`src/hw/rtl/pwcc_pkg.sv`:
```
// Package for the pulse width coin classifier: widths, register indexes,
// reset thresholds and the types shared by the top level and the digit pipeline.
// No dependencies.
`default_nettype none

package pwcc_pkg;

    // Width of the reported pulse width and of each threshold register.
    localparam int WIDTH_BITS = 16;
    // Default tick counter width.
    localparam int COUNT_BITS_DEF = 16;
    // Number of threshold registers.
    localparam int NUM_LIMITS = 5;
    // Configuration register index width.
    localparam int CFG_IDX_BITS = 3;
    // Class and digit widths.
    localparam int CLASS_BITS = 3;
    localparam int TTH_BITS = 3;
    localparam int DIGIT_BITS = 4;
    // Packed result: width, class, five digits, then zero padding to whole bytes.
    localparam int RESULT_BITS = WIDTH_BITS + CLASS_BITS + TTH_BITS + 4 * DIGIT_BITS;
    localparam int TDATA_BITS = ((RESULT_BITS + 7) / 8) * 8;
    localparam int IN_TDATA_BITS = 8;

    // Class code for a width at or above every threshold.
    localparam logic [CLASS_BITS-1:0] CLASS_ERROR = 3'd5;

    // Register indexes.
    localparam logic [CFG_IDX_BITS-1:0] REG_LIMIT_CLASS0 = 3'd0;
    localparam logic [CFG_IDX_BITS-1:0] REG_LIMIT_CLASS4 = 3'd4;

    // Reciprocal constants: w / 100 = (w * RECIP_100_W) >> 23 for 16-bit w,
    // h / 100 = (h * 41) >> 12 for h up to 655, v / 10 = (v * 205) >> 11 for v below 100.
    localparam int RECIP_100_W = 83887;
    localparam int RECIP_100_W_SHIFT = 23;
    localparam int RECIP_100_H = 41;
    localparam int RECIP_100_H_SHIFT = 12;
    localparam int RECIP_10 = 205;
    localparam int RECIP_10_SHIFT = 11;

    typedef logic [WIDTH_BITS-1:0] t_limit;
    typedef t_limit [NUM_LIMITS-1:0] t_limits;

    localparam t_limits LIMIT_RESET = {16'd50000, 16'd40000, 16'd30000, 16'd20000, 16'd10000};

    // One item from the capture stage into the digit pipeline.
    typedef struct packed {
        logic [WIDTH_BITS-1:0] width;
        logic                  done;
    } t_capture;

    // One result item.
    typedef struct packed {
        logic [DIGIT_BITS-1:0] units;
        logic [DIGIT_BITS-1:0] tens;
        logic [DIGIT_BITS-1:0] hundreds;
        logic [DIGIT_BITS-1:0] thousands;
        logic [TTH_BITS-1:0]   ten_thousands;
        logic [CLASS_BITS-1:0] coin_class;
        logic [WIDTH_BITS-1:0] width;
        logic                  done;
    } t_result;

endpackage

`default_nettype wire

```
`src/hw/rtl/pulse_width_coin_classifier.sv`:
```
// Pulse width coin classifier: one item per tick in, one result item per tick out.
// A result passes the capture register and then three digit stages before it reaches
// the output. Throughput: one item per cycle unless the result side stalls; each stage
// stalls only when the next is full.
// Reset (synchronous, active low): counter stopped, waiting for a rising edge,
// width zero, thresholds 10000/20000/30000/40000/50000, pipeline empty.
`default_nettype none

module pulse_width_coin_classifier #(
    parameter int COUNT_BITS = pwcc_pkg::COUNT_BITS_DEF
) (
    input  wire                                 i_clk,
    input  wire                                 i_rst_n,
    // Input item stream.
    input  wire                                 s_axis_tvalid,
    output logic                                s_axis_tready,
    input  wire  [pwcc_pkg::IN_TDATA_BITS-1:0]  s_axis_tdata,  // [0] pin_level, rest zero
    // Result item stream.
    output logic                                m_axis_tvalid,
    input  wire                                 m_axis_tready,
    // [15:0] pulse_width, [18:16] coin_class, [21:19] digit_ten_thousands,
    // [25:22] digit_thousands, [29:26] digit_hundreds, [33:30] digit_tens,
    // [37:34] digit_units, [39:38] zero
    output logic [pwcc_pkg::TDATA_BITS-1:0]     m_axis_tdata,
    output logic                                m_axis_tuser,  // [0] capture_done
    // Configuration write channel.
    input  wire                                 i_cfg_valid,
    output logic                                o_cfg_ready,
    input  wire  [pwcc_pkg::CFG_IDX_BITS-1:0]   i_cfg_index,
    input  wire  [pwcc_pkg::WIDTH_BITS-1:0]     i_cfg_data
);

    localparam int WB = pwcc_pkg::WIDTH_BITS;
    localparam int EXT_BITS = (COUNT_BITS > WB) ? COUNT_BITS : WB;

    // Threshold registers, written whenever the channel is valid with an index of 0 to 4.
    pwcc_pkg::t_limits r_limits;

    assign o_cfg_ready = 1'b1;

    always_ff @(posedge i_clk) begin
        if (!i_rst_n) begin
            r_limits <= pwcc_pkg::LIMIT_RESET;
        end else if (i_cfg_valid && i_cfg_index <= pwcc_pkg::REG_LIMIT_CLASS4) begin
            r_limits[i_cfg_index] <= i_cfg_data;
        end
    end

    // Edge detection and tick counter, updated once per accepted item.
    logic [COUNT_BITS-1:0] r_count, n_count;
    logic                  r_counting, n_counting;
    logic                  r_await, n_await;
    logic                  r_prev;
    logic [WB-1:0]         r_latched, n_latched;
    logic                  r_done, n_done;
    logic                  r_v1;
    logic                  level, rising, falling, accept, go1, dig_ready;
    logic [COUNT_BITS-1:0] count_inc;
    logic [EXT_BITS-1:0]   count_ext;

    assign go1           = !r_v1 || dig_ready;
    assign s_axis_tready = go1;
    assign accept        = s_axis_tvalid && go1;
    assign level         = s_axis_tdata[0];
    assign rising        = level && !r_prev;
    assign falling       = !level && r_prev;
    assign count_inc     = r_counting ? r_count + COUNT_BITS'(1) : r_count;
    assign count_ext     = EXT_BITS'(count_inc);

    always_comb begin
        n_count    = count_inc;
        n_counting = r_counting;
        n_await    = r_await;
        n_latched  = r_latched;
        n_done     = 1'b0;
        if (r_await) begin
            // Rising edge starts a new measurement.
            if (rising) begin
                n_count    = '0;
                n_counting = 1'b1;
                n_await    = 1'b0;
            end
        end else if (falling) begin
            // Falling edge stops the counter and latches the width.
            n_counting = 1'b0;
            n_latched  = count_ext[WB-1:0];
            n_await    = 1'b1;
            n_done     = 1'b1;
        end
    end

    always_ff @(posedge i_clk) begin
        if (!i_rst_n) begin
            r_count    <= '0;
            r_counting <= 1'b0;
            r_await    <= 1'b1;
            r_prev     <= 1'b0;
            r_latched  <= '0;
            r_done     <= 1'b0;
            r_v1       <= 1'b0;
        end else begin
            if (accept) begin
                r_count    <= n_count;
                r_counting <= n_counting;
                r_await    <= n_await;
                r_prev     <= level;
                r_latched  <= n_latched;
                r_done     <= n_done;
            end
            if (go1) begin
                r_v1 <= s_axis_tvalid;
            end
        end
    end

    // Class and digit pipeline.
    pwcc_pkg::t_capture capture;
    pwcc_pkg::t_result  result;

    assign capture.width = r_latched;
    assign capture.done  = r_done;

    pwcc_digits u_digits (
        .i_clk    (i_clk),
        .i_rst_n  (i_rst_n),
        .i_valid  (r_v1),
        .o_ready  (dig_ready),
        .i_item   (capture),
        .i_limits (r_limits),
        .o_valid  (m_axis_tvalid),
        .i_ready  (m_axis_tready),
        .o_result (result)
    );

    // Pack the result fields, highest field first, width in the lowest bits.
    assign m_axis_tdata = pwcc_pkg::TDATA_BITS'({result.units, result.tens, result.hundreds,
                                                  result.thousands, result.ten_thousands,
                                                  result.coin_class, result.width});
    assign m_axis_tuser = result.done;

endmodule

`default_nettype wire

```
`src/hw/rtl/pwcc_digits.sv`:
```
// Classification and decimal digit pipeline of the pulse width coin classifier.
// Three registered stages with per-stage stall; depends on pwcc_pkg.
`default_nettype none

module pwcc_digits (
    input  wire                      i_clk,
    input  wire                      i_rst_n,
    input  wire                      i_valid,
    output logic                     o_ready,
    input  wire pwcc_pkg::t_capture  i_item,
    input  wire pwcc_pkg::t_limits   i_limits,
    output logic                     o_valid,
    input  wire                      i_ready,
    output pwcc_pkg::t_result        o_result
);

    localparam int WB = pwcc_pkg::WIDTH_BITS;
    localparam int HI_BITS = 10;
    localparam int LO_BITS = 7;
    localparam int PROD_W_BITS = 33;
    localparam int PROD_H_BITS = 15;

    // Splits a value below 100 into its tens and units digits.
    function automatic logic [2*pwcc_pkg::DIGIT_BITS-1:0] split_tens(
        input logic [LO_BITS-1:0] v
    );
        logic [PROD_H_BITS-1:0]         p;
        logic [pwcc_pkg::DIGIT_BITS-1:0] t;
        logic [LO_BITS-1:0]             u;
        p = PROD_H_BITS'(v) * PROD_H_BITS'(pwcc_pkg::RECIP_10);
        t = p[pwcc_pkg::RECIP_10_SHIFT +: pwcc_pkg::DIGIT_BITS];
        u = v - ((LO_BITS'(t) << 3) + (LO_BITS'(t) << 1));
        return {t, u[pwcc_pkg::DIGIT_BITS-1:0]};
    endfunction

    // Stage valids and advance enables, last stage first.
    logic r_v2, r_v3, r_v4;
    logic go2, go3, go4;

    assign go4 = !r_v4 || i_ready;
    assign go3 = !r_v3 || go4;
    assign go2 = !r_v2 || go3;
    assign o_ready = go2;

    // Stage 2: class and width / 100.
    logic [WB-1:0]                   r2_width;
    logic                            r2_done;
    logic [pwcc_pkg::CLASS_BITS-1:0] r2_class;
    logic [HI_BITS-1:0]              r2_hi;
    logic [pwcc_pkg::CLASS_BITS-1:0] n_class;
    logic [PROD_W_BITS-1:0]          prod_w;

    always_comb begin
        n_class = pwcc_pkg::CLASS_ERROR;
        // First threshold that the width lies below sets the class.
        for (int k = pwcc_pkg::NUM_LIMITS - 1; k >= 0; k--) begin
            if (i_item.width < i_limits[k]) begin
                n_class = pwcc_pkg::CLASS_BITS'(k);
            end
        end
    end

    assign prod_w = PROD_W_BITS'(i_item.width) * PROD_W_BITS'(pwcc_pkg::RECIP_100_W);

    always_ff @(posedge i_clk) begin
        if (go2) begin
            r2_width <= i_item.width;
            r2_done  <= i_item.done;
            r2_class <= n_class;
            r2_hi    <= prod_w[pwcc_pkg::RECIP_100_W_SHIFT +: HI_BITS];
        end
    end

    // Stage 3: ten-thousands digit, hundreds pair and the last two digits.
    logic [PROD_H_BITS-1:0]          prod_h;
    logic [pwcc_pkg::TTH_BITS-1:0]   n_tth;
    logic [HI_BITS-1:0]              n_mid;
    logic [WB-1:0]                   n_low;
    logic [WB-1:0]                   r3_width;
    logic                            r3_done;
    logic [pwcc_pkg::CLASS_BITS-1:0] r3_class;
    logic [pwcc_pkg::TTH_BITS-1:0]   r3_tth;
    logic [LO_BITS-1:0]              r3_mid;
    logic [LO_BITS-1:0]              r3_low;

    assign prod_h = PROD_H_BITS'(r2_hi) * PROD_H_BITS'(pwcc_pkg::RECIP_100_H);
    assign n_tth  = prod_h[pwcc_pkg::RECIP_100_H_SHIFT +: pwcc_pkg::TTH_BITS];
    assign n_mid  = r2_hi - (HI_BITS'(n_tth) * HI_BITS'(100));
    assign n_low  = r2_width - (WB'(r2_hi) * WB'(100));

    always_ff @(posedge i_clk) begin
        if (go3) begin
            r3_width <= r2_width;
            r3_done  <= r2_done;
            r3_class <= r2_class;
            r3_tth   <= n_tth;
            r3_mid   <= n_mid[LO_BITS-1:0];
            r3_low   <= n_low[LO_BITS-1:0];
        end
    end

    // Stage 4: split both pairs into single digits; this is the output register.
    logic [2*pwcc_pkg::DIGIT_BITS-1:0] mid_pair;
    logic [2*pwcc_pkg::DIGIT_BITS-1:0] low_pair;
    pwcc_pkg::t_result                 r_result;

    assign mid_pair = split_tens(r3_mid);
    assign low_pair = split_tens(r3_low);

    always_ff @(posedge i_clk) begin
        if (go4) begin
            r_result.width         <= r3_width;
            r_result.done          <= r3_done;
            r_result.coin_class    <= r3_class;
            r_result.ten_thousands <= r3_tth;
            r_result.thousands     <= mid_pair[2*pwcc_pkg::DIGIT_BITS-1:pwcc_pkg::DIGIT_BITS];
            r_result.hundreds      <= mid_pair[pwcc_pkg::DIGIT_BITS-1:0];
            r_result.tens          <= low_pair[2*pwcc_pkg::DIGIT_BITS-1:pwcc_pkg::DIGIT_BITS];
            r_result.units         <= low_pair[pwcc_pkg::DIGIT_BITS-1:0];
        end
    end

    // Valid bits of the three stages.
    always_ff @(posedge i_clk) begin
        if (!i_rst_n) begin
            r_v2 <= 1'b0;
            r_v3 <= 1'b0;
            r_v4 <= 1'b0;
        end else begin
            if (go2) r_v2 <= i_valid;
            if (go3) r_v3 <= r_v2;
            if (go4) r_v4 <= r_v3;
        end
    end

    assign o_valid  = r_v4;
    assign o_result = r_result;

endmodule

`default_nettype wire

```
`config.mk`:
```
export PLATFORM = sky130hd
export DESIGN_NAME = pulse_width_coin_classifier
export DESIGN_NICKNAME = d
export VERILOG_FILES = /design/src/hw/rtl/pwcc_pkg.sv /design/src/hw/rtl/pulse_width_coin_classifier.sv /design/src/hw/rtl/pwcc_digits.sv
export SDC_FILE = /design/constraint.sdc
export NUM_CORES = 1
export LEC_CHECK = 0
export BUFFER_PORTS_ARGS = -buffer_cell sky130_fd_sc_hd__buf_2
export CORE_MARGIN = 5
export CORE_UTILIZATION = 50
export CTS_BUF_LIST = sky130_fd_sc_hd__clkbuf_16
export CTS_CLUSTER_DIAMETER = 120
export CTS_CLUSTER_SIZE = 30
export DETAILED_ROUTE_END_ITERATION = 10
export PLACE_DENSITY = 0.67
export SLEW_MARGIN = 20
export SYNTH_ARGS = -nofsm -noshare
export SYNTH_HDL_FRONTEND = slang
export SYNTH_SLANG_ARGS = --single-unit
```
`constraint.sdc`:
```
create_clock -name i_clk -period 9.9 [get_ports i_clk]
set_input_delay 0.99 -clock i_clk [delete_from_list [all_inputs] [get_ports i_clk]]
set_output_delay 0.99 -clock i_clk [all_outputs]
set_load 0.03 [all_outputs]
```
==> impl_results.md, run 1 <==
* Number of maximum-capacitance constraint violations at 0
* Clock tree from TritonCTS: done
* Worst Setup End Kind: flop
* Maximum number of pins on one net before global-route repair at 121
* Layout cell share with drive strength beyond 1 at 6.64%
* Area leader, netlist: ha_1
* Worst path setup slack after routing at 3.50 ns
* Total Power Consumption at 1.84 mW
* Number of enable-type register cells in the synthesized netlist at 104
* Register clock-pin slew on the reported worst setup and hold paths at 0.11 ns
* Filler instances at 3128
* Overall Global Routing Usage at 19.1%
* Top cells by area in the synthesized netlist: ha_1 23%, edfxtp_1 18%, dfxtp_1 14%
* Count of warnings emitted by yosys at 0
* TritonCTS Sinks at 224
* Detailed-route wire length at 36300 um
* Hold-fix buffers, CTS at 0
* Launch instance of the worst register-to-register path: r_latched[5]
* Cell area after synthesis at 0.0175 mm^2
* Die Footprint at 0.0388 mm^2
* Sequential fraction of the synthesis area at 31.6%
* Final setup violating endpoints at 0
* Area overhead of the layout relative to synthesis at 6.94%
* Post-synthesis register bit count at 224
* Post-route minimum period at 6.40 ns
* Starting DRC count in detailed routing at 541
* Post-Place Setup Slack at 3.47 ns
* Most frequent cells after synthesis: 336 x inv_1, 324 x ha_1, 186 x nand2_1
* Register-to-Register Path Depth at 18
* Number of stages on the worst hold path at 0
* Critical path required time at 10.12 ns
* Post-DR vias/cell at 5.23
* Clock Root Buffer: clkbuf_16
* Leakage dissipation at 9.80 nW
* Number of placement rows at 68
* Number of standard cells after synthesis at 1715
* Hold Path Origin: u_digits.r2_width[1]
* Highest layer used for signal routing: met4
* Post-cts resize count at 0
* Avg WL per Cell at 16.3 um
* Clock Latency Late Sink at 0.48 ns
* Run status: finished, final reports clean
* Core Area at 0.0345 mm^2
* Number of nets in the finished design at 2249
* Post-route fraction of the period consumed by the critical path at 64.6%
* Final standard cell utilization of the core at 54.1%
* Vias at 11678
* Average instance area after synthesis at 10.2 um^2
* Final Hold Viols at 0
* Die width at 197 um
* Kind of critical path: reg2reg
* Placed cell count at 2216
* Setup crit start kind: flop
* Leading cell type by number of instances after synthesis: inv_1
* Die Y at 197 um
* Initial Utilization at 50.6%
* Unrepaired setup endpoints after global routing: false
* Fin Hold WS at 0.431 ns
* Drc violations at 0
* Non-filler cells, final at 2232
* Number of buffers added on ports at 65
* Maximum fanout count along the critical path at 14
* Storage element area at 0.00553 mm^2
* Power density over cell area at 98.3 mW/mm^2
* FFs w/ async S/R, synth at 0%
* Post-route antenna net violation count at 0
* Fraction of synthesized cell area taken by the top area cell type at 23.2%
* Via count of the first global-routing pass at 11975
* Arrival time worst endpoint at 6.62 ns
* Met1 wire length at 16800 um
* Ports at 76
* Gr ovfl total at 0
* Buffers inserted by post-CTS timing repair at 0
* Endpoint, Worst Hold: u_digits.r3_low[1]
* Inserted Clock Buffers at 11
* Count of different cell masters after synthesis at 67
* Number of diodes added for antenna fixing at 0
* Worst max-slew margin expressed relative to the limit at 22.7%
* Type of the most critical hold path: reg2reg
* Amount of wire on met2 after detailed routing at 17500 um
* Maximum buffer depth of the clock tree at 3
* Peak supply drop at 139 uV
* First-pass GRT wire length at 60900 um
* Worst setup slack for register-to-register paths at 3.50 ns
* Area of all placed cells without fillers at 0.0187 mm^2
* Sum of negative setup slack at 0 ns
* Sum of net half-perimeters after detailed placement at 27800 um
* Endpoint of the most critical register-to-register path: u_digits.r2_hi[7]
* Number of antenna violations at the first check in global routing at 0
* Fmax at 156 MHz
* Dominant register cell in the synthesized netlist: dfxtp_1
* Met3 Wirelength at 1250 um
* Placed Instance Area at 0.0184 mm^2
* Worst Max-Slew Pin Slew at 1.16 ns
* H-tree levels at 1
* Setup Skew at 0.0154 ns
* Final-report max-slew violation count at 0
* Multi-input gate area at 0.0106 mm^2
* Detailed Routing Iterations Pass 1 at 4
* Final weighted congestion in routability-driven placement at 0.871
## worst max path at each step
| stage | from | to | slack, ns | depth (start not counted) |
|---|---|---|---|---|
| after floorplan | r_latched[14] | u_digits.r2_hi[7] | 4.27 | 18 |
| after global placement | r_latched[5] | u_digits.r2_hi[7] | 3.54 | 18 |
| after detailed placement | r_latched[5] | u_digits.r2_hi[7] | 3.47 | 18 |
| after CTS | r_latched[5] | u_digits.r2_hi[7] | 3.43 | 18 |
| after global routing | r_latched[5] | u_digits.r2_hi[7] | 3.20 | 18 |
| final | r_latched[5] | u_digits.r2_hi[7] | 3.50 | 18 |
## cells by family after synthesis
kind of cell,share of synthesized area (%)
and+or+nand+nor,8.69
xor gates and xnor gates,3.06
buffers and inverters,8.15
other,0.0430
DFF,31.6
muxes,0.172
adders and majority gates,36.8
AOI/OAI and AO/OA,11.4
## state kept, by name (all words and copies together), names as in the netlist
| signal | count |
|---|---|
| u_digits.o_valid | 1 |
| r_prev | 1 |
| u_digits.r3_class | 3 |
| r_limits | 80 |
| u_digits.r2_width | 16 |
| r_counting | 1 |
| u_digits.r2_hi | 10 |
| u_digits.o_result | 39 |
| r_await | 1 |
| u_digits.r3_tth | 3 |
| r_latched | 16 |
| r_done | 1 |
| u_digits.r3_done | 1 |
| u_digits.r3_mid | 7 |
| r_v1 | 1 |
| u_digits.r3_low | 7 |
| u_digits.r_v3 | 1 |
| r_count | 16 |
| u_digits.r3_width | 14 |
| u_digits.r_v2 | 1 |
| u_digits.r2_done | 1 |
| u_digits.r2_class | 3 |
## cells in the final DEF (no fill, tap or decap), drive strengths merged, types with 27 or more instances in the layout
master	instances
o211ai	30
edfxtp	104
a21o	29
inv	339
nor2b	27
a21boi	57
ha	324
xnor2	45
fa	119
buf	84
a21oi	61
o21ai	36
nand2	186
nor2	31
dfxtp	120
## cell type report
type,count,area share [%]
tap,455,3.05
sequential,224,29.6
clock buffer,11,1.47
multi-input combinational,1117,56.5
timing repair buffer,84,2.52
clock inverter,5,0.174
inverter,336,6.75
## per-layer routing
metal | vias up | global-route usage, %
li1 | 5826 | -
met1 | 5639 | 26.1
met2 | 169 | 33.5
met3 | 44 | 1.76
met4 | 0 | 3.83
met5 | - | 0
## worst max-delay path: stages, from the launching register on
cell       delay, ns
dfxtp_1         0.92
fa_1            0.62
inv_1           0.15
fa_1            0.42
inv_1           0.08
fa_1            0.43
fa_1            0.40
fa_1            0.51
inv_1           0.06
fa_1            0.55
inv_1           0.05
ha_1            0.30
a211oi_1        0.24
nand2_1         0.14
a2111oi_4       0.46
nor3b_2         0.16
nor3_4          0.32
a2111o_1        0.23
o311ai_2        0.10
## power breakdown
group          switching, mW  internal [mW]  total (mW)
Sequential            0.0207           1.00        1.02
Combinational          0.188          0.117       0.305
Clock                  0.300          0.210       0.510
Total                  0.509           1.33        1.84
Power figures use the tool's default switching activity.
==> inputs of run 2 (changes only) <==
--- a/config.mk
+++ b/config.mk
@@ -5,6 +5,7 @@
 export SDC_FILE = /design/constraint.sdc
 export NUM_CORES = 1
 export LEC_CHECK = 0
+export ABC_AREA = 1
 export BUFFER_PORTS_ARGS = -buffer_cell sky130_fd_sc_hd__buf_2
 export CORE_MARGIN = 5
 export CORE_UTILIZATION = 50
==> constraint.sdc (replaced) <==
create_clock -name i_clk -period 6.5 [get_ports i_clk]
set_input_delay 0.65 -clock i_clk [delete_from_list [all_inputs] [get_ports i_clk]]
set_output_delay 0.65 -clock i_clk [all_outputs]
set_load 0.03 [all_outputs]
==> run 2 against run 1 <==
First-iteration DRC count is 30% higher. Critical endpoint is now u_digits.r2_hi[1]. Synthesized area is 3.2% higher. Largest power group unchanged. Sequential power grew 47%. Sequential cell count stayed put. Synthesized cell count increased by 17%. Fmax grew 13%. Clock power grew 52%. Register-to-register slack got worse by 2.6 ns. Global-route usage rose by 0.72 points. Cell area is 3.2% higher. Core utilization grew 0.11 points. Via count rose by 12%. Critical path type unchanged.
==> impl_results.md, run 2 <==
* Run status: finished, final reports clean
* Number of maximum-capacitance constraint violations at 0
* Type of the most critical hold path: reg2reg
* Detailed-route wire length at 39100 um
* Leading cell type in the layout, fill and taps excluded: inv_1
* Maximum fanout count along the critical path at 12
* Worst Setup End Kind: flop
* Placed Instance Area at 0.0190 mm^2
* Post-DR vias/cell at 5.17
* H-tree levels at 1
* Number of nets in the finished design at 2542
* Sequential fraction of the synthesis area at 30.6%
* Fraction of synthesized cell area taken by the top area cell type at 22.5%
* Commonest non-fill, non-tap cells in the layout: 427 x inv_1, 324 x ha_1, 309 x nand2_1
* Hold-fix buffers, CTS at 0
* Buffers inserted by post-CTS timing repair at 0
* Final setup violating endpoints at 0
* Register bank with the most flops: r_limits
* Die Footprint at 0.0400 mm^2
* Total Power Consumption at 2.40 mW
* Arrival time worst endpoint at 5.89 ns
* Number of antenna violations at the first check in global routing at 0
* Storage element area at 0.00553 mm^2
* Area of all placed cells without fillers at 0.0193 mm^2
* Clock Root Buffer: clkbuf_16
* Detailed Routing Iterations Pass 1 at 5
* Worst Max-Slew Pin Slew at 1.03 ns
* Die width at 200 um
* Final Hold Viols at 0
* Core Area at 0.0356 mm^2
* Starting DRC count in detailed routing at 703
* Worst max-slew margin expressed relative to the limit at 31.0%
* Fmax at 177 MHz
* Post-route fraction of the period consumed by the critical path at 86.8%
* Multi-input gate area at 0.0108 mm^2
* Cell area after synthesis at 0.0180 mm^2
* Initial Utilization at 50.7%
* Final-report max-slew violation count at 0
* Count of warnings emitted by yosys at 0
* Overall Global Routing Usage at 19.8%
* Number of diodes added for antenna fixing at 0
* Power density over cell area at 125 mW/mm^2
* Count of different cell masters after synthesis at 46
* Maximum number of pins on one net before global-route repair at 87
* Gr ovfl total at 0
* Top cells by area in the synthesized netlist: ha_1 22%, edfxtp_1 17%, dfxtp_1 13%
* Number of enable-type register cells in the synthesized netlist at 104
* Unrepaired setup endpoints after global routing: false
* Critical path required time at 6.74 ns
* Kind of critical path: reg2reg
* Sum of negative setup slack at 0 ns
* Drc violations at 0
* Post-cts resize count at 0
* Leakage dissipation at 10.5 nW
* Maximum buffer depth of the clock tree at 3
* Die Y at 200 um
* Post-route antenna net violation count at 0
* Leading cell type by number of instances after synthesis: inv_1
* Post-route minimum period at 5.64 ns
* Final weighted congestion in routability-driven placement at 0.930
* Sum of net half-perimeters after detailed placement at 31500 um
* Area overhead of the layout relative to synthesis at 6.92%
* Layout cell share with drive strength beyond 1 at 6.04%
* Dominant register cell in the synthesized netlist: dfxtp_1
* Number of buffers added on ports at 65
* Register clock-pin slew on the reported worst setup and hold paths at 0.12 ns
* Setup Skew at 0.0282 ns
* Number of placement rows at 69
* Clock Latency Late Sink at 0.49 ns
* Average instance area after synthesis at 9.03 um^2
* Clock tree from TritonCTS: done
* TritonCTS Sinks at 224
* Inserted Clock Buffers at 11
* Setup crit start kind: flop
* Area leader, netlist: ha_1
* Filler instances at 3196
* Vias at 13079
* Peak supply drop at 245 uV
* Worst setup slack for register-to-register paths at 0.86 ns
* Ports at 76
* Most frequent cells after synthesis: 423 x inv_1, 324 x ha_1, 309 x nand2_1
* Avg WL per Cell at 15.4 um
* Number of standard cells after synthesis at 1998
* Post-synthesis register bit count at 224
* FFs w/ async S/R, synth at 0%
* Via count of the first global-routing pass at 13064
* Max FFs per register at 80
* First-pass GRT wire length at 64400 um
run 2: changes by cell type after synthesis, moves of 9 or more:
cell,delta
nand2_1,+123
a21oi_1,+90
inv_1,+87
nor2_1,+65
o21ai_0,+62
a21boi_0,-54
xnor2_1,-30
nand3_1,+27
nor2b_1,-27
a21o_1,-17
o211a_1,-15
nor3_1,+9
run 2: report_power, final:
part / total, mW / internal, mW / switching [mW]
Clock: 0.774 / 0.319 / 0.455
Sequential: 1.50 / 1.49 / 0.00970
Combinational: 0.132 / 0.0389 / 0.0932
run 2: kinds of logic (layout without fill, tap and decap cells):
kind of cell	count (synthesis)	in the layout	synth area share, %
compound gates	328	328	10.2
fa+ha+maj	443	443	35.7
flops	224	224	30.6
simple gates	503	503	11.7
other cells	2	3	0.0416
buf+inv	459	531	9.64
xor+xnor	39	39	2.09
run 2: path summary, 6_finish.rpt:
check,startpoint,end,depth (start not counted)
min reg2reg,u_digits.r3_width[14],u_digits.o_result[15],0
max,r_latched[5],u_digits.r2_hi[1],18
max reg2reg,r_latched[5],u_digits.r2_hi[1],18
min,u_digits.r3_width[14],u_digits.o_result[15],0
run 2: critical path: stages, from the launching register on:
cell and delay (ns):
dfxtp_1 0.32, buf_4 0.20, fa_1 0.61, inv_1 0.10, fa_1 0.51, inv_1 0.05, fa_1 0.52, fa_1 0.45
fa_1 0.56, inv_1 0.06, fa_1 0.53, inv_1 0.04, ha_1 0.31, a21o_1 0.18, a21oi_1 0.23, a21boi_0 0.38
a21boi_1 0.14, o21bai_1 0.15, nand2_1 0.07
run 2: cell type report:
class | count | area share [%]
multi-input cells | 1316 | 55.9
clock inverters | 6 | 0.182
inverters | 427 | 8.31
well taps | 461 | 2.99
flip-flops and latches | 224 | 28.7
clock buffers | 11 | 1.43
repair buffers | 87 | 2.54
run 2: metal layers:
layer	global-route usage, %	vias up	share of wire [%]
li1	-	6619	-
met1	26.7	6186	45
met2	35.1	217	49
met3	1.76	57	3.6
met4	4.45	0	2.1
met5	0	-	0
run 2: through the flow:
| stage | util, % | hold WS [ns] | setup WS (ns) | instances |
|---|---|---|---|---|
| final | 54.2 | 0.413 | 0.858 | 2532 |
| after global routing | 54.2 | 0.425 | 0.661 | 2532 |
| after CTS | 54.2 | 0.406 | 0.887 | 2532 |
| after detailed placement | 53.3 | 0.405 | 0.891 | 2515 |
| after global placement | 53.3 | 0.401 | 0.922 | 2515 |
| after floorplan | - | 0.400 | 1.14 | 1999 |
==> inputs of run 3 (changes only) <==
--- a/config.mk
+++ b/config.mk
@@ -7,13 +7,15 @@
 export LEC_CHECK = 0
 export ABC_AREA = 1
 export BUFFER_PORTS_ARGS = -buffer_cell sky130_fd_sc_hd__buf_2
+export CELL_PAD_IN_SITES_DETAIL_PLACEMENT = 1
+export CELL_PAD_IN_SITES_GLOBAL_PLACEMENT = 2
 export CORE_MARGIN = 5
-export CORE_UTILIZATION = 50
+export CORE_UTILIZATION = 40
 export CTS_BUF_LIST = sky130_fd_sc_hd__clkbuf_16
 export CTS_CLUSTER_DIAMETER = 120
 export CTS_CLUSTER_SIZE = 30
 export DETAILED_ROUTE_END_ITERATION = 10
-export PLACE_DENSITY = 0.67
+export PLACE_DENSITY_LB_ADDON = 0.1
 export SLEW_MARGIN = 20
 export SYNTH_ARGS = -nofsm -noshare
 export SYNTH_HDL_FRONTEND = slang
==> run 3 against run 2 <==
Clock power up 15%. Setup slack worse by 0.15 ns. Via count up 1.4%. Global-route usage down 1.4 points. Largest power group unchanged. First-iteration DRC count down 40%. Non-clock buffer count unchanged. Core utilization down 10 points. Cell area up 1.3%. Cell count up 5.3%. Fmax down 2.5%.
==> impl_results.md, run 3 (synthesis results as in run 2) <==
* Final setup violating endpoints at 0
* Sum of net half-perimeters after detailed placement at 37300 um
* Setup Skew at 0.0573 ns
* Net switching component of the power at 0.613 mW
* Worst Max-Slew Pin Slew at 1.00 ns
* Register clock-pin slew on the reported worst setup and hold paths at 0.12 ns
* Post-route fraction of the period consumed by the critical path at 89.1%
* Leakage dissipation at 10.5 nW
* Sum of negative setup slack at 0 ns
* Sequential fraction of design power at 59.4%
* Register bank with the most flops: r_limits
* Initial Utilization at 40.6%
* Worst max-slew margin expressed relative to the limit at 33.2%
* Critical path required time at 6.77 ns
* Unrepaired setup endpoints after global routing: false
* Hold Path Origin: u_digits.r2_width[14]
* Clock tree from TritonCTS: done
* Die width at 222 um
* Avg WL per Cell at 17.2 um
* Maximum fanout count along the critical path at 7
* Post-cts resize count at 0
* Number of placement rows at 77
* Number of maximum-capacitance constraint violations at 0
* Run status: finished, final reports clean
* Drc violations at 0
* Via count of the first global-routing pass at 14073
* Overall Global Routing Usage at 18.5%
* Storage element area at 0.00553 mm^2
* Kind of critical path: reg2reg
* Power density over cell area at 129 mW/mm^2
* Final-report max-slew violation count at 0
* Inserted Clock Buffers at 12
* Number of diodes added for antenna fixing at 0
* Maximum buffer depth of the clock tree at 3
* Buffers inserted by post-CTS timing repair at 0
* Number of buffers added on ports at 65
* Arrival time worst endpoint at 6.06 ns
* Clock Latency Late Sink at 0.51 ns
* Post-Place Setup Slack at 0.754 ns
* Clock share of power at 35.2%
* Die Y at 222 um
* Max FFs per register at 80
* Post-DR vias/cell at 4.97
* Final weighted congestion in routability-driven placement at 0.842
* Filler instances at 5231
* Number of antenna violations at the first check in global routing at 0
* Clock Root Buffer: clkbuf_16
* Number of nets in the finished design at 2543
* Maximum number of pins on one net before global-route repair at 87
* First-pass GRT wire length at 74200 um
* Peak supply drop at 120 uV
* Area overhead of the layout relative to synthesis at 8.29%
* Hold-fix buffers, CTS at 0
* Vias at 13259
* Launch instance of the worst register-to-register path: r_latched[6]
* Commonest non-fill, non-tap cells in the layout: 424 x inv_1, 324 x ha_1, 308 x nand2_1
* H-tree levels at 1
* Internal Dissipation at 1.91 mW
* Setup crit start kind: flop
* Fmax at 173 MHz
* Detailed-route wire length at 45900 um
* Leading cell type in the layout, fill and taps excluded: inv_1
* Detailed Routing Iterations Pass 1 at 4
* Die Footprint at 0.0494 mm^2
* Worst Setup End Kind: flop
* Switching share of power at 24.3%
* Gr ovfl total at 0
* Core Area at 0.0444 mm^2
* Total Power Consumption at 2.52 mW
* Combinational fraction of design power at 5.4%
* TritonCTS Sinks at 224
* Layout cell share with drive strength beyond 1 at 6.32%
* Post-route antenna net violation count at 0
* Multi-input gate area at 0.0108 mm^2
* Starting DRC count in detailed routing at 419
* Post-route minimum period at 5.79 ns
* Worst setup startpoint: r_latched[6]
* Final Hold Viols at 0
* Ports at 76
* Worst path setup slack after routing at 0.711 ns
* Type of the most critical hold path: reg2reg
[run 3: layout make-up]
type                       count  area share (%)
tap                          592            3.79
sequential                   224            28.3
clock inverter                 7           0.327
clock buffer                  13            1.67
inverter                     427            8.21
timing repair buffer          87            2.51
multi-input combinational   1316            55.2
[run 3: power by group through the flow]
stage / registers [mW] / clock network (mW) / logic [mW]
after CTS: 1.50 / 0.928 / 0.139
after detailed placement: 1.53 / 0 / 0.138
after global routing: 1.50 / 0.983 / 0.156
final: 1.50 / 0.887 / 0.136
after global placement: 1.53 / 0 / 0.133
after floorplan: 1.54 / 0 / 0.0817
[run 3: worst paths after layout]
| check | slack [ns] | to | cells after the start |
|---|---|---|---|
| hold reg to reg | 0.42 | u_digits.r3_width[14] | 0 |
| setup / recovery | 0.71 | u_digits.r2_hi[1] | 17 |
| setup reg to reg | 0.71 | u_digits.r2_hi[1] | 17 |
| hold / removal | 0.42 | u_digits.r3_width[14] | 0 |
[run 3: metal layers]
layer  GRT usage, %  vias to the layer above  part of all wire (%)
met5              0                        -                     0
met2           33.5                      107                    50
li1               -                     6598                     -
met3           1.81                       36                   2.7
met1           24.6                     6518                    46
met4           2.77                        0                   1.2
[run 3: worst max-delay path, cell delays in order, from the launching register on]
cell,delay (ns)
dfxtp_1,0.63
fa_1,0.58
inv_1,0.14
fa_1,0.45
inv_1,0.09
fa_1,0.44
fa_1,0.49
fa_1,0.56
inv_1,0.06
fa_1,0.53
inv_1,0.04
ha_1,0.32
a21o_1,0.19
a21oi_1,0.24
a21boi_0,0.40
a21boi_1,0.17
o21bai_1,0.15
nand2_1,0.06
[run 3: through the flow]
stage               util, %  hold slack (ns)  instance area (um^2)  std cells
global placement       43.1            0.401                 19100       2646
detailed placement     43.1            0.406                 19100       2646
global route           44.0            0.416                 19500       2666
floorplan                 -            0.400                 18000       1999
CTS                    44.0            0.416                 19500       2666
finish                 44.0            0.415                 19500       2666
